[src/rtl/core/tetp_pkg.sv]
`timescale 1ns / 1ps

package tetp_pkg;

    // Slot count used when the top level is not given another.
    localparam int TETP_TASK_SLOTS = 8;

    // Field widths of the requests, results and registers.
    localparam int OPCODE_W   = 2;
    localparam int TASK_ID_W  = 8;
    localparam int STAMP_W    = 32;
    localparam int PERIOD_W   = 16;
    localparam int SUM_W      = 64;
    localparam int CPU_HZ_W   = 30;
    localparam int CFG_IDX_W  = 4;
    localparam int CFG_DATA_W = 32;

    // Divider geometry: 32 quotient bits, divisor up to period times clock.
    localparam int QUO_W  = 32;
    localparam int QCNT_W = $clog2(QUO_W + 1);
    localparam int DVSR_W = PERIOD_W + CPU_HZ_W;

    // Intermediate widths of the query arithmetic.
    localparam int MHZ_W      = 11;
    localparam int AVG_DEN_W  = STAMP_W + MHZ_W;
    localparam int LOAD_NUM_W = 52;

    localparam logic [STAMP_W-1:0]    ONE_MILLION = 32'd1000000;
    localparam logic [CPU_HZ_W-1:0]   CPU_HZ_RESET = 30'd133000000;

    // Register indexes of the configuration port.
    localparam logic [CFG_IDX_W-1:0] CFG_ENABLED = 4'd0;
    localparam logic [CFG_IDX_W-1:0] CFG_CPU_HZ  = 4'd1;

    typedef enum logic [OPCODE_W-1:0] {
        OP_BEGIN = 2'd0,
        OP_END   = 2'd1,
        OP_QUERY = 2'd2,
        OP_CLEAR = 2'd3
    } tetp_op_t;

    typedef enum logic [3:0] {
        S_IDLE,
        S_READ,
        S_UPD,
        S_MHZ,
        S_MAXUS,
        S_AVG,
        S_AVGUS,
        S_LOAD,
        S_OUT
    } tetp_state_t;

    // One slot of the profiling table.
    typedef struct packed {
        logic [STAMP_W-1:0] start_stamp;
        logic [STAMP_W-1:0] worst_elapsed;
        logic [SUM_W-1:0]   elapsed_sum;
        logic [STAMP_W-1:0] sample_count;
    } tetp_row_t;

    // Control of the slot table.
    typedef struct packed {
        logic rd_en;
        logic wr_en;
        logic clr;
    } tetp_mem_ctl_t;

    // Request to the serial divider: dividend is {hi, lo}, hi below the divisor.
    typedef struct packed {
        logic               start;
        logic [STAMP_W-1:0] hi;
        logic [STAMP_W-1:0] lo;
        logic [DVSR_W-1:0]  dvsr;
    } tetp_div_req_t;

endpackage

[src/rtl/core/tetp_intf.sv]
`timescale 1ns / 1ps

// Request channel: one profiling command.
interface tetp_item_if import tetp_pkg::*; ();
    logic                 valid;
    logic                 ready;
    logic [OPCODE_W-1:0]  opcode;
    logic [TASK_ID_W-1:0] task_id;
    logic [STAMP_W-1:0]   timestamp;
    logic [PERIOD_W-1:0]  task_period;

    modport source (output valid, opcode, task_id, timestamp, task_period, input ready);
    modport sink   (input valid, opcode, task_id, timestamp, task_period, output ready);
endinterface

// Result channel: the answer to one query.
interface tetp_result_if import tetp_pkg::*; ();
    logic               valid;
    logic               ready;
    logic               ok;
    logic [STAMP_W-1:0] worst_cyc;
    logic [STAMP_W-1:0] mean_cyc;
    logic [STAMP_W-1:0] sample_count;
    logic [STAMP_W-1:0] max_us;
    logic [STAMP_W-1:0] avg_us;
    logic [STAMP_W-1:0] load_ppt;

    modport source (output valid, ok, worst_cyc, mean_cyc, sample_count, max_us,
                    avg_us, load_ppt, input ready);
    modport sink   (input valid, ok, worst_cyc, mean_cyc, sample_count, max_us,
                    avg_us, load_ppt, output ready);
endinterface

// Configuration write channel.
interface tetp_cfg_if import tetp_pkg::*; ();
    logic                  valid;
    logic                  ready;
    logic [CFG_IDX_W-1:0]  index;
    logic [CFG_DATA_W-1:0] data;

    modport source (output valid, index, data, input ready);
    modport sink   (input valid, index, data, output ready);
endinterface

[src/rtl/core/tetp_slot_mem.sv]
`timescale 1ns / 1ps

module tetp_slot_mem import tetp_pkg::*; #(
    parameter int  TASK_SLOTS = TETP_TASK_SLOTS,
    localparam int SLOT_W     = (TASK_SLOTS > 1) ? $clog2(TASK_SLOTS) : 1
) (
    input  logic              clk,
    input  logic              rst_n,
    input  tetp_mem_ctl_t     ctl,
    input  logic [SLOT_W-1:0] rd_addr,
    input  logic [SLOT_W-1:0] wr_addr,
    input  tetp_row_t         wr_row,
    output tetp_row_t         rd_row
);

    tetp_row_t               mem [TASK_SLOTS];
    tetp_row_t               rd_data_reg;
    logic                    rd_valid_reg;
    logic [TASK_SLOTS-1:0]   valid_reg;

    // Table storage with a registered read port.
    always_ff @(posedge clk)
    begin
        if (ctl.wr_en)
        begin
            mem[wr_addr] <= wr_row;
        end
        if (ctl.rd_en)
        begin
            rd_data_reg <= mem[rd_addr];
        end
    end

    // One valid bit per slot; a slot never written since reset or clear reads as zero.
    always_ff @(posedge clk or negedge rst_n)
    begin
        if (!rst_n)
        begin
            valid_reg    <= '0;
            rd_valid_reg <= 1'b0;
        end
        else
        begin
            if (ctl.clr)
            begin
                valid_reg <= '0;
            end
            else if (ctl.wr_en)
            begin
                valid_reg[wr_addr] <= 1'b1;
            end
            if (ctl.rd_en)
            begin
                rd_valid_reg <= valid_reg[rd_addr];
            end
        end
    end

    assign rd_row = rd_valid_reg ? rd_data_reg : '0;

endmodule

[src/rtl/core/tetp_div.sv]
`timescale 1ns / 1ps

module tetp_div import tetp_pkg::*; (
    input  logic               clk,
    input  logic               rst_n,
    input  tetp_div_req_t      req,
    output logic               done,
    output logic [QUO_W-1:0]   quo
);

    logic [DVSR_W-1:0] rem_reg;
    logic [DVSR_W-1:0] dvsr_reg;
    logic [QUO_W-1:0]  q_reg;
    logic [QCNT_W-1:0] cnt_reg;
    logic              run_reg;
    logic              done_reg;
    logic              sat_reg;

    logic [DVSR_W:0]   trial;
    logic [DVSR_W:0]   diff;
    logic              fits;
    logic [DVSR_W-1:0] rem_next;

    // One restoring step: bring down the next dividend bit and try the subtraction.
    always_comb
    begin
        trial    = {rem_reg, q_reg[QUO_W-1]};
        fits     = trial >= {1'b0, dvsr_reg};
        diff     = trial - {1'b0, dvsr_reg};
        rem_next = fits ? diff[DVSR_W-1:0] : trial[DVSR_W-1:0];
    end

    // Step counter; every division takes the full number of steps.
    always_ff @(posedge clk or negedge rst_n)
    begin
        if (!rst_n)
        begin
            run_reg  <= 1'b0;
            done_reg <= 1'b0;
            cnt_reg  <= '0;
        end
        else if (req.start)
        begin
            run_reg  <= 1'b1;
            done_reg <= 1'b0;
            cnt_reg  <= QCNT_W'(QUO_W);
        end
        else if (run_reg)
        begin
            cnt_reg  <= cnt_reg - QCNT_W'(1);
            run_reg  <= (cnt_reg != QCNT_W'(1));
            done_reg <= (cnt_reg == QCNT_W'(1));
        end
        else
        begin
            done_reg <= 1'b0;
        end
    end

    // Remainder and dividend/quotient shift register.
    always_ff @(posedge clk)
    begin
        if (req.start)
        begin
            rem_reg  <= DVSR_W'(req.hi);
            q_reg    <= req.lo;
            dvsr_reg <= req.dvsr;
            sat_reg  <= DVSR_W'(req.hi) >= req.dvsr;
        end
        else if (run_reg)
        begin
            rem_reg <= rem_next;
            q_reg   <= {q_reg[QUO_W-2:0], fits};
        end
    end

    // A quotient that cannot fit in 32 bits, or a zero divisor, reads as all ones.
    assign done = done_reg;
    assign quo  = sat_reg ? '1 : q_reg;

endmodule

[src/rtl/core/task_execution_time_profiler.sv]
`timescale 1ns / 1ps

// Per-task execution-time profiler over a table of task slots.
// The items channel takes begin, end, query and clear requests; only a query
// gives a result, on the results channel. The cfg channel writes the enable
// bit (index 0) and the counter clock in hertz (index 1); it is always ready,
// and the user is to write it only while the block is idle; the block
// itself does not enforce this. The block handles one request at a time
// and takes no new one while busy. A begin reads its slot, then writes the
// start stamp; an end reads its slot, then updates it; a clear, and a
// disabled or out-of-range begin or end, finish in the idle state. A query
// reads its slot, then runs five divisions one after another through a
// single radix-2 serial divider before its result goes out; an out-of-range
// query goes straight to the output step.
// Reset clears every slot at once (per-slot valid bits), disables profiling
// and sets the clock to 133 MHz. The result sits in an output register; while
// the receiver stalls, further requests that give no result are still taken,
// and a finished query waits for that register to empty.
module task_execution_time_profiler import tetp_pkg::*; #(
    parameter int TASK_SLOTS = TETP_TASK_SLOTS
) (
    input  logic          clk,
    input  logic          rst_n,
    tetp_item_if.sink     items,
    tetp_result_if.source results,
    tetp_cfg_if.sink      cfg
);

    localparam int SLOT_W = (TASK_SLOTS > 1) ? $clog2(TASK_SLOTS) : 1;

    tetp_state_t            state_reg;
    tetp_state_t            state_next;

    logic                   enabled_reg;
    logic [CPU_HZ_W-1:0]    cpu_hz_reg;

    tetp_op_t               op_reg;
    logic [SLOT_W-1:0]      slot_reg;
    logic [STAMP_W-1:0]     ts_reg;
    logic [PERIOD_W-1:0]    period_reg;
    logic                   qok_reg;
    logic [STAMP_W-1:0]     el_reg;

    logic [MHZ_W-1:0]       mhz_reg;
    logic [AVG_DEN_W-1:0]   den_reg;
    logic [LOAD_NUM_W-1:0]  num_reg;
    logic [2*STAMP_W-1:0]   prod_reg;
    logic [STAMP_W-1:0]     maxus_reg;
    logic [STAMP_W-1:0]     avg_reg;
    logic [STAMP_W-1:0]     avgus_reg;
    logic [STAMP_W-1:0]     load_reg;

    logic                   out_valid_reg;
    logic                   res_ok_reg;
    logic [STAMP_W-1:0]     res_max_reg;
    logic [STAMP_W-1:0]     res_avg_reg;
    logic [STAMP_W-1:0]     res_cnt_reg;
    logic [STAMP_W-1:0]     res_maxus_reg;
    logic [STAMP_W-1:0]     res_avgus_reg;
    logic [STAMP_W-1:0]     res_load_reg;

    logic                   item_acc;
    logic                   in_range;
    tetp_op_t               op_in;
    tetp_mem_ctl_t          mem_ctl;
    tetp_row_t              rd_row;
    tetp_row_t              wr_row;
    tetp_div_req_t          div_req;
    logic                   div_done;
    logic [QUO_W-1:0]       div_quo;
    logic [STAMP_W-1:0]     mul_a;
    logic [STAMP_W-1:0]     mul_b;
    logic                   out_load;
    logic                   ready;
    logic                   load_zero;

    assign op_in    = tetp_op_t'(items.opcode);
    assign in_range = 32'(items.task_id) < TASK_SLOTS;
    assign item_acc = items.valid && ready;
    assign items.ready = ready;
    assign load_zero = (period_reg == '0) || (rd_row.worst_elapsed == '0)
                       || (cpu_hz_reg == '0);

    tetp_slot_mem #(
        .TASK_SLOTS (TASK_SLOTS)
    ) u_mem (
        .clk     (clk),
        .rst_n   (rst_n),
        .ctl     (mem_ctl),
        .rd_addr (items.task_id[SLOT_W-1:0]),
        .wr_addr (slot_reg),
        .wr_row  (wr_row),
        .rd_row  (rd_row)
    );

    tetp_div u_div (
        .clk   (clk),
        .rst_n (rst_n),
        .req   (div_req),
        .done  (div_done),
        .quo   (div_quo)
    );

    // Configuration registers.
    assign cfg.ready = 1'b1;

    always_ff @(posedge clk or negedge rst_n)
    begin
        if (!rst_n)
        begin
            enabled_reg <= 1'b0;
            cpu_hz_reg  <= CPU_HZ_RESET;
        end
        else if (cfg.valid)
        begin
            if (cfg.index == CFG_ENABLED)
            begin
                enabled_reg <= cfg.data[0];
            end
            else if (cfg.index == CFG_CPU_HZ)
            begin
                cpu_hz_reg <= cfg.data[CPU_HZ_W-1:0];
            end
        end
    end

    // State register.
    always_ff @(posedge clk or negedge rst_n)
    begin
        if (!rst_n)
        begin
            state_reg <= S_IDLE;
        end
        else
        begin
            state_reg <= state_next;
        end
    end

    // Sequencer: next state, table control, divider and multiplier operands.
    always_comb
    begin
        state_next = state_reg;
        ready      = 1'b0;
        mem_ctl    = '0;
        wr_row     = rd_row;
        div_req    = '0;
        mul_a      = '0;
        mul_b      = '0;
        out_load   = 1'b0;
        unique case (state_reg)
            S_IDLE:
            begin
                ready = 1'b1;
                if (items.valid)
                begin
                    unique case (op_in)
                        OP_BEGIN, OP_END:
                        begin
                            if (enabled_reg && in_range)
                            begin
                                mem_ctl.rd_en = 1'b1;
                                state_next    = S_READ;
                            end
                        end
                        OP_QUERY:
                        begin
                            mem_ctl.rd_en = in_range;
                            state_next    = in_range ? S_READ : S_OUT;
                        end
                        OP_CLEAR:
                        begin
                            mem_ctl.clr = enabled_reg;
                        end
                    endcase
                end
            end
            S_READ:
            begin
                unique case (op_reg)
                    OP_BEGIN:
                    begin
                        mem_ctl.wr_en      = 1'b1;
                        wr_row.start_stamp = ts_reg;
                        state_next         = S_IDLE;
                    end
                    OP_END:
                    begin
                        state_next = S_UPD;
                    end
                    OP_QUERY:
                    begin
                        // Whole megahertz of the counter clock first.
                        div_req.start = 1'b1;
                        div_req.lo    = STAMP_W'(cpu_hz_reg);
                        div_req.dvsr  = DVSR_W'(ONE_MILLION);
                        state_next    = S_MHZ;
                    end
                    OP_CLEAR:
                    begin
                        state_next = S_IDLE;
                    end
                endcase
            end
            S_UPD:
            begin
                mem_ctl.wr_en        = 1'b1;
                wr_row.worst_elapsed = (el_reg > rd_row.worst_elapsed) ? el_reg
                                       : rd_row.worst_elapsed;
                wr_row.elapsed_sum   = rd_row.elapsed_sum + SUM_W'(el_reg);
                wr_row.sample_count  = rd_row.sample_count + STAMP_W'(1);
                state_next           = S_IDLE;
            end
            S_MHZ:
            begin
                if (div_done)
                begin
                    div_req.start = 1'b1;
                    div_req.lo    = rd_row.worst_elapsed;
                    div_req.dvsr  = DVSR_W'(div_quo[MHZ_W-1:0]);
                    state_next    = S_MAXUS;
                end
            end
            S_MAXUS:
            begin
                // Samples times megahertz, the divisor of the average in microseconds.
                mul_a = rd_row.sample_count;
                mul_b = STAMP_W'(mhz_reg);
                if (div_done)
                begin
                    div_req.start = 1'b1;
                    div_req.hi    = rd_row.elapsed_sum[SUM_W-1:STAMP_W];
                    div_req.lo    = rd_row.elapsed_sum[STAMP_W-1:0];
                    div_req.dvsr  = DVSR_W'(rd_row.sample_count);
                    state_next    = S_AVG;
                end
            end
            S_AVG:
            begin
                mul_a = rd_row.worst_elapsed;
                mul_b = ONE_MILLION;
                if (div_done)
                begin
                    div_req.start = 1'b1;
                    div_req.hi    = rd_row.elapsed_sum[SUM_W-1:STAMP_W];
                    div_req.lo    = rd_row.elapsed_sum[STAMP_W-1:0];
                    div_req.dvsr  = DVSR_W'(den_reg);
                    state_next    = S_AVGUS;
                end
            end
            S_AVGUS:
            begin
                mul_a = STAMP_W'(period_reg);
                mul_b = STAMP_W'(cpu_hz_reg);
                if (div_done)
                begin
                    div_req.start = 1'b1;
                    div_req.hi    = STAMP_W'(num_reg[LOAD_NUM_W-1:STAMP_W]);
                    div_req.lo    = num_reg[STAMP_W-1:0];
                    div_req.dvsr  = prod_reg[DVSR_W-1:0];
                    state_next    = S_LOAD;
                end
            end
            S_LOAD:
            begin
                if (div_done)
                begin
                    state_next = S_OUT;
                end
            end
            S_OUT:
            begin
                if (!out_valid_reg || results.ready)
                begin
                    out_load   = 1'b1;
                    state_next = S_IDLE;
                end
            end
            default:
            begin
                state_next = S_IDLE;
            end
        endcase
    end

    // Request capture, elapsed time and query intermediates.
    always_ff @(posedge clk)
    begin
        if (item_acc)
        begin
            op_reg     <= op_in;
            slot_reg   <= items.task_id[SLOT_W-1:0];
            ts_reg     <= items.timestamp;
            period_reg <= items.task_period;
            qok_reg    <= in_range;
        end
        if (state_reg == S_READ)
        begin
            el_reg <= ts_reg - rd_row.start_stamp;
        end
        prod_reg <= mul_a * mul_b;
        if (div_done)
        begin
            unique case (state_reg)
                S_MHZ:   mhz_reg <= div_quo[MHZ_W-1:0];
                S_MAXUS:
                begin
                    maxus_reg <= div_quo;
                    den_reg   <= prod_reg[AVG_DEN_W-1:0];
                end
                S_AVG:
                begin
                    avg_reg <= div_quo;
                    num_reg <= prod_reg[LOAD_NUM_W-1:0];
                end
                S_AVGUS: avgus_reg <= div_quo;
                S_LOAD:  load_reg  <= div_quo;
                default: ;
            endcase
        end
    end

    // Output register; a failed query reports zero in every field.
    always_ff @(posedge clk or negedge rst_n)
    begin
        if (!rst_n)
        begin
            out_valid_reg <= 1'b0;
        end
        else if (out_load)
        begin
            out_valid_reg <= 1'b1;
        end
        else if (results.ready)
        begin
            out_valid_reg <= 1'b0;
        end
    end

    always_ff @(posedge clk)
    begin
        if (out_load)
        begin
            res_ok_reg    <= qok_reg;
            res_max_reg   <= qok_reg ? rd_row.worst_elapsed : '0;
            res_cnt_reg   <= qok_reg ? rd_row.sample_count : '0;
            res_maxus_reg <= qok_reg ? maxus_reg : '0;
            res_avg_reg   <= (qok_reg && rd_row.sample_count != '0) ? avg_reg : '0;
            res_avgus_reg <= (qok_reg && rd_row.sample_count != '0) ? avgus_reg : '0;
            res_load_reg  <= (qok_reg && !load_zero) ? load_reg : '0;
        end
    end

    assign results.valid        = out_valid_reg;
    assign results.ok           = res_ok_reg;
    assign results.worst_cyc    = res_max_reg;
    assign results.mean_cyc     = res_avg_reg;
    assign results.sample_count = res_cnt_reg;
    assign results.max_us       = res_maxus_reg;
    assign results.avg_us       = res_avgus_reg;
    assign results.load_ppt     = res_load_reg;

    // The divider only finishes while the sequencer waits for it.
    assert property (@(posedge clk) disable iff (!rst_n)
        div_done |-> (state_reg == S_MHZ || state_reg == S_MAXUS || state_reg == S_AVG
                      || state_reg == S_AVGUS || state_reg == S_LOAD))
        else $error("divider finished outside a query step");

    // A table read is only ever issued for a request just taken.
    assert property (@(posedge clk) disable iff (!rst_n)
        (state_reg == S_READ) |-> $past(items.valid && items.ready))
        else $error("table read state entered without a request");

    // A finished query always shows up on the result channel.
    assert property (@(posedge clk) disable iff (!rst_n)
        out_load |=> results.valid)
        else $error("query result lost at the output register");

endmodule

[src/flat_wrapper.sv]
// flat-port wrapper written by rule: the top's interface ports become plain ports
module task_execution_time_profiler_flat import tetp_pkg::*;
#(
    parameter int TASK_SLOTS = TETP_TASK_SLOTS
)
  (clk, rst_n, items_valid, items_opcode, items_task_id, items_timestamp, items_task_period, items_ready, results_valid, results_ok, results_worst_cyc, results_mean_cyc, results_sample_count, results_max_us, results_avg_us, results_load_ppt, results_ready, cfg_valid, cfg_index, cfg_data, cfg_ready);
  tetp_item_if items_i ();
  tetp_result_if results_i ();
  tetp_cfg_if cfg_i ();
  input  logic clk;
  input  logic rst_n;
  input wire logic [$bits(items_i.valid)-1:0] items_valid;
  input wire logic [$bits(items_i.opcode)-1:0] items_opcode;
  input wire logic [$bits(items_i.task_id)-1:0] items_task_id;
  input wire logic [$bits(items_i.timestamp)-1:0] items_timestamp;
  input wire logic [$bits(items_i.task_period)-1:0] items_task_period;
  output wire logic [$bits(items_i.ready)-1:0] items_ready;
  output wire logic [$bits(results_i.valid)-1:0] results_valid;
  output wire logic [$bits(results_i.ok)-1:0] results_ok;
  output wire logic [$bits(results_i.worst_cyc)-1:0] results_worst_cyc;
  output wire logic [$bits(results_i.mean_cyc)-1:0] results_mean_cyc;
  output wire logic [$bits(results_i.sample_count)-1:0] results_sample_count;
  output wire logic [$bits(results_i.max_us)-1:0] results_max_us;
  output wire logic [$bits(results_i.avg_us)-1:0] results_avg_us;
  output wire logic [$bits(results_i.load_ppt)-1:0] results_load_ppt;
  input wire logic [$bits(results_i.ready)-1:0] results_ready;
  input wire logic [$bits(cfg_i.valid)-1:0] cfg_valid;
  input wire logic [$bits(cfg_i.index)-1:0] cfg_index;
  input wire logic [$bits(cfg_i.data)-1:0] cfg_data;
  output wire logic [$bits(cfg_i.ready)-1:0] cfg_ready;
  assign items_i.valid = items_valid;
  assign items_i.opcode = items_opcode;
  assign items_i.task_id = items_task_id;
  assign items_i.timestamp = items_timestamp;
  assign items_i.task_period = items_task_period;
  assign items_ready = items_i.ready;
  assign results_valid = results_i.valid;
  assign results_ok = results_i.ok;
  assign results_worst_cyc = results_i.worst_cyc;
  assign results_mean_cyc = results_i.mean_cyc;
  assign results_sample_count = results_i.sample_count;
  assign results_max_us = results_i.max_us;
  assign results_avg_us = results_i.avg_us;
  assign results_load_ppt = results_i.load_ppt;
  assign results_i.ready = results_ready;
  assign cfg_i.valid = cfg_valid;
  assign cfg_i.index = cfg_index;
  assign cfg_i.data = cfg_data;
  assign cfg_ready = cfg_i.ready;
  task_execution_time_profiler #(.TASK_SLOTS(TASK_SLOTS)) u_core (.clk(clk), .rst_n(rst_n), .items(items_i), .results(results_i), .cfg(cfg_i));
endmodule
[config.mk]
export PLATFORM = sky130hd
export DESIGN_NAME = task_execution_time_profiler_flat
export DESIGN_NICKNAME = d
export VERILOG_FILES = /design/src/rtl/core/tetp_pkg.sv /design/src/rtl/core/tetp_intf.sv /design/src/rtl/core/tetp_slot_mem.sv /design/src/rtl/core/tetp_div.sv /design/src/rtl/core/task_execution_time_profiler.sv /design/src/flat_wrapper.sv
export SDC_FILE = /design/constraint.sdc
export NUM_CORES = 2
export LEC_CHECK = 0
export BUFFER_PORTS_ARGS = -buffer_cell sky130_fd_sc_hd__clkbuf_2
export CORE_MARGIN = 2
export CORE_UTILIZATION = 57
export DETAILED_ROUTE_END_ITERATION = 10
export PLACE_DENSITY = 0.76
export SYNTH_ARGS = -nofsm -noshare
export SYNTH_HDL_FRONTEND = slang
export SYNTH_SLANG_ARGS = --single-unit
export TNS_END_PERCENT = 50
[constraint.sdc]
create_clock -name clk -period 15.2 [get_ports clk]
set_clock_uncertainty 0.15 [all_clocks]
set_input_delay 3.04 -clock clk [delete_from_list [all_inputs] [get_ports clk]]
set_output_delay 3.04 -clock clk [all_outputs]
set_load 0.005 [all_outputs]
==> impl_metrics.tcl <==
set metrics [dict create \
    cp-end-kind "flip-flop" \
    critPathMaxFanout 50 \
    via_per_inst 6.27 \
    io_pins 295 \
    fp.dieH_microns 459 \
    grt_pass1_vias 76400 \
    wl_per_cell_microns 28.2 \
    grt_first_pass_wirelength_microns 497000 \
    synth_area_sq_mm 0.118 \
    synthCells 8576 \
    drt_iter0_drc 9863 \
    postCtsSetupBuffers 0 \
    cts_max_level 4 \
    n_fill_cell 14700 \
    vias 74800 \
    clockRootBuffer "clkbuf_16" \
    synth_area_per_cell_sq_um 13.7 \
    fin_crit_ns 11.51 \
    largest_reg_flops 1280 \
    syn2layout_area_growth_pct 10.7 \
    drc 0 \
    crit_arrival_ns 12.12 \
    synth-async-reset-ratio_pct 2.43 \
    drt-pass1-iter-count 10 \
    dpl-instance-area_sq_mm 0.123 \
    yosys.cell_types.count 89 \
    synth_edf_count 2064 \
    synth_flop_cell "edfxtp_1" \
    nets 10300 \
    min_path_type "reg2reg" \
    grt_max_degree 168 \
    cts_tree "done" \
    ant_nets 0 \
    postLayoutCellArea_sq_mm 0.130 \
    numCtsBuffers 216 \
    finalSetupTns_ns 0 \
    rsz0062_at_grt "no" \
    die_area_sq_mm 0.210 \
    worstPathRequired_ns 15.81 \
    finalHoldViolCount 0 \
    power_density_mw_per_mm2 217 \
    cts_hold_buf 0 \
    setup_viol 0 \
    yosysSeqAreaShare_pct 54.9 \
    hpwl_microns 234000 \
    ir_drop_uv 579 \
    core-area_sq_mm 0.205 \
    gr-total-overflow 0 \
    drv_cap 0 \
    grt_antenna_before_repair 9 \
    wl_microns 337000 \
    slew_viol_final 0 \
    clk_latency_ns 0.90 \
    start_kind "flip-flop" \
    grt_usage_pct 32.5 \
    fp.dieW_microns 459 \
    total_power_uw 28200 \
    leakage_uw 0.0544 \
    fmax_mhz 86.9 \
    clockBufferDepth 3 \
    fp-row-count 166 \
    cp_slowest_cell "dfrtp_4" \
    cpMostUsedCell "fa_1" \
    max_stage_delay_ns 1.00 \
    cts_resized 0 \
    tightest_slew_ns 1.38 \
    status "complete, no violations" \
    port_buffers 291 \
    cts_sinks 2183 \
    drive_above_1_share_pct 15.1 \
    crit_type "reg2reg" \
    fin_crit_sh_pct 75.7 \
    initial_core_util_pct 57.5 \
    ys_warn_count 0 \
    slew_headroom_pct 8.18 \
    clk_pin_slew_ns 0.07 \
    ys_ff_latch 2183 \
    place_congestion 1.04 \
]
## critical path, delay by kind of cell (launching register included)
kind / cells / cell delay [ns]
adder cells (fa/ha/maj): 9 / 4.28
AO/OA/AOI/OAI: 9 / 3.14
AND/OR/NAND/NOR: 6 / 1.58
flip-flops: 1 / 1.00
buffers and inverters: 6 / 0.96
XOR/XNOR: 1 / 0.16
## cells in the mapped netlist, types with 66 or more instances
library cell  count  area share (%)
clkbuf_1        299            0.95
xnor2_1         115            0.85
xor2_1           77            0.57
ha_1            368             3.9
mux2_2          196             1.9
a21o_1          108            0.69
o21a_1           69            0.44
nand3_1         157            0.67
fa_1            796              14
o21ai_0         233            0.99
nor2_1          723             2.3
edfxtp_1       2064              53
inv_1          1000             3.2
a21oi_1         248             1.1
dfxtp_1          66             1.1
nand2_1         680             2.2
mux4_2          322             6.2
and2_1          190             1.0
## cells by family (layout without fill, tap and decap cells)
family,Yosys count,after routing,synth area share [%]
simple gates,2090,2090,7.99
xor+xnor,192,192,1.43
compound gates,1044,1044,5.72
other cells,2,177,0.00637
fa+ha+maj,1164,1164,17.4
flops,2183,2183,54.9
buf+inv,1365,1859,4.37
mux,536,536,8.18
## layout make-up
| cell class | instances | area, sq um | share of cell area [%] |
|---|---|---|---|
| inverter | 1004 | 3770 | 2.89 |
| tap | 2688 | 3360 | 2.58 |
| antenna | 7 | 17.5 | 0.0134 |
| timing repair buffer | 453 | 2760 | 2.12 |
| multi-input combinational | 5196 | 48900 | 37.5 |
| clock inverter | 131 | 1280 | 0.984 |
| sequential | 2183 | 64600 | 49.6 |
| clock buffer | 271 | 5750 | 4.41 |
## layout by cell type (no fill, tap or decap), drive strengths merged, types with 34 or more instances in the layout
cell type and n:
edfxtp 2064, inv 1007, fa 796, nor2 723
nand2 680, clkbuf 560, ha 368, mux4 322
a21oi 248, o21ai 244, mux2 196, and2 195
conb 170, buf 164, nand3 158, xnor2 115
a21o 108, clkinv 101, xor2 77, o21a 69
dfxtp 66, nand4 63, o211ai 53, a22oi 48
nor3 47, a31oi 45, nand2b 38, dfrtp 38
and3 38, a22o 36, or2 35, o21bai 34
## stage by stage
stage / hold WS (ns) / setup WS [ns] / utilization, % / std cells
2_1_floorplan: 0.236 / 2.00 / - / 8744
3_3_place_gp: 0.246 / 4.13 / 60.2 / 11500
3_5_place_dp: 0.243 / 4.10 / 60.2 / 11500
4_1_cts: 0.214 / 3.93 / 63.6 / 11900
5_1_grt: 0.221 / 3.40 / 63.6 / 11900
6_report: 0.207 / 3.69 / 63.6 / 11900
## path summary, 6_finish.rpt
check                                                from                        end  slack [ns]  depth (start not counted)
worst max-delay path            u_core.u_mem.rd_valid_reg        u_core.prod_reg[46]        3.69                         31
worst min-delay path                  u_core.prod_reg[50]         u_core.num_reg[50]        0.21                          0
worst max register to register  u_core.u_mem.rd_valid_reg        u_core.prod_reg[46]        3.69                         31
worst min register to register        u_core.prod_reg[50]         u_core.num_reg[50]        0.21                          0
max in group asynchronous                           rst_n  u_core.u_mem.rd_valid_reg       12.06                          2
min in group asynchronous                           rst_n      u_core.cpu_hz_reg[12]        2.20                          2
## metal layers
metal  share of wire [%]  GRT usage [%]  wire [microns]
met1                  37           43.4          124000
met2                  45           48.4          150000
met3                  11           7.91           38600
met4                 7.2           19.8           24100
met5               0.016              0              55
## power breakdown
| part | switching, uW | internal, uW | leakage, uW |
|---|---|---|---|
| Combinational | 9780 | 6160 | 0.0288 |
| Sequential | 207 | 6830 | 0.0222 |
| Clock | 2310 | 2950 | 0.00340 |
| Total | 12300 | 15900 | 0.0544 |
(Power assumes the default switching activity.)
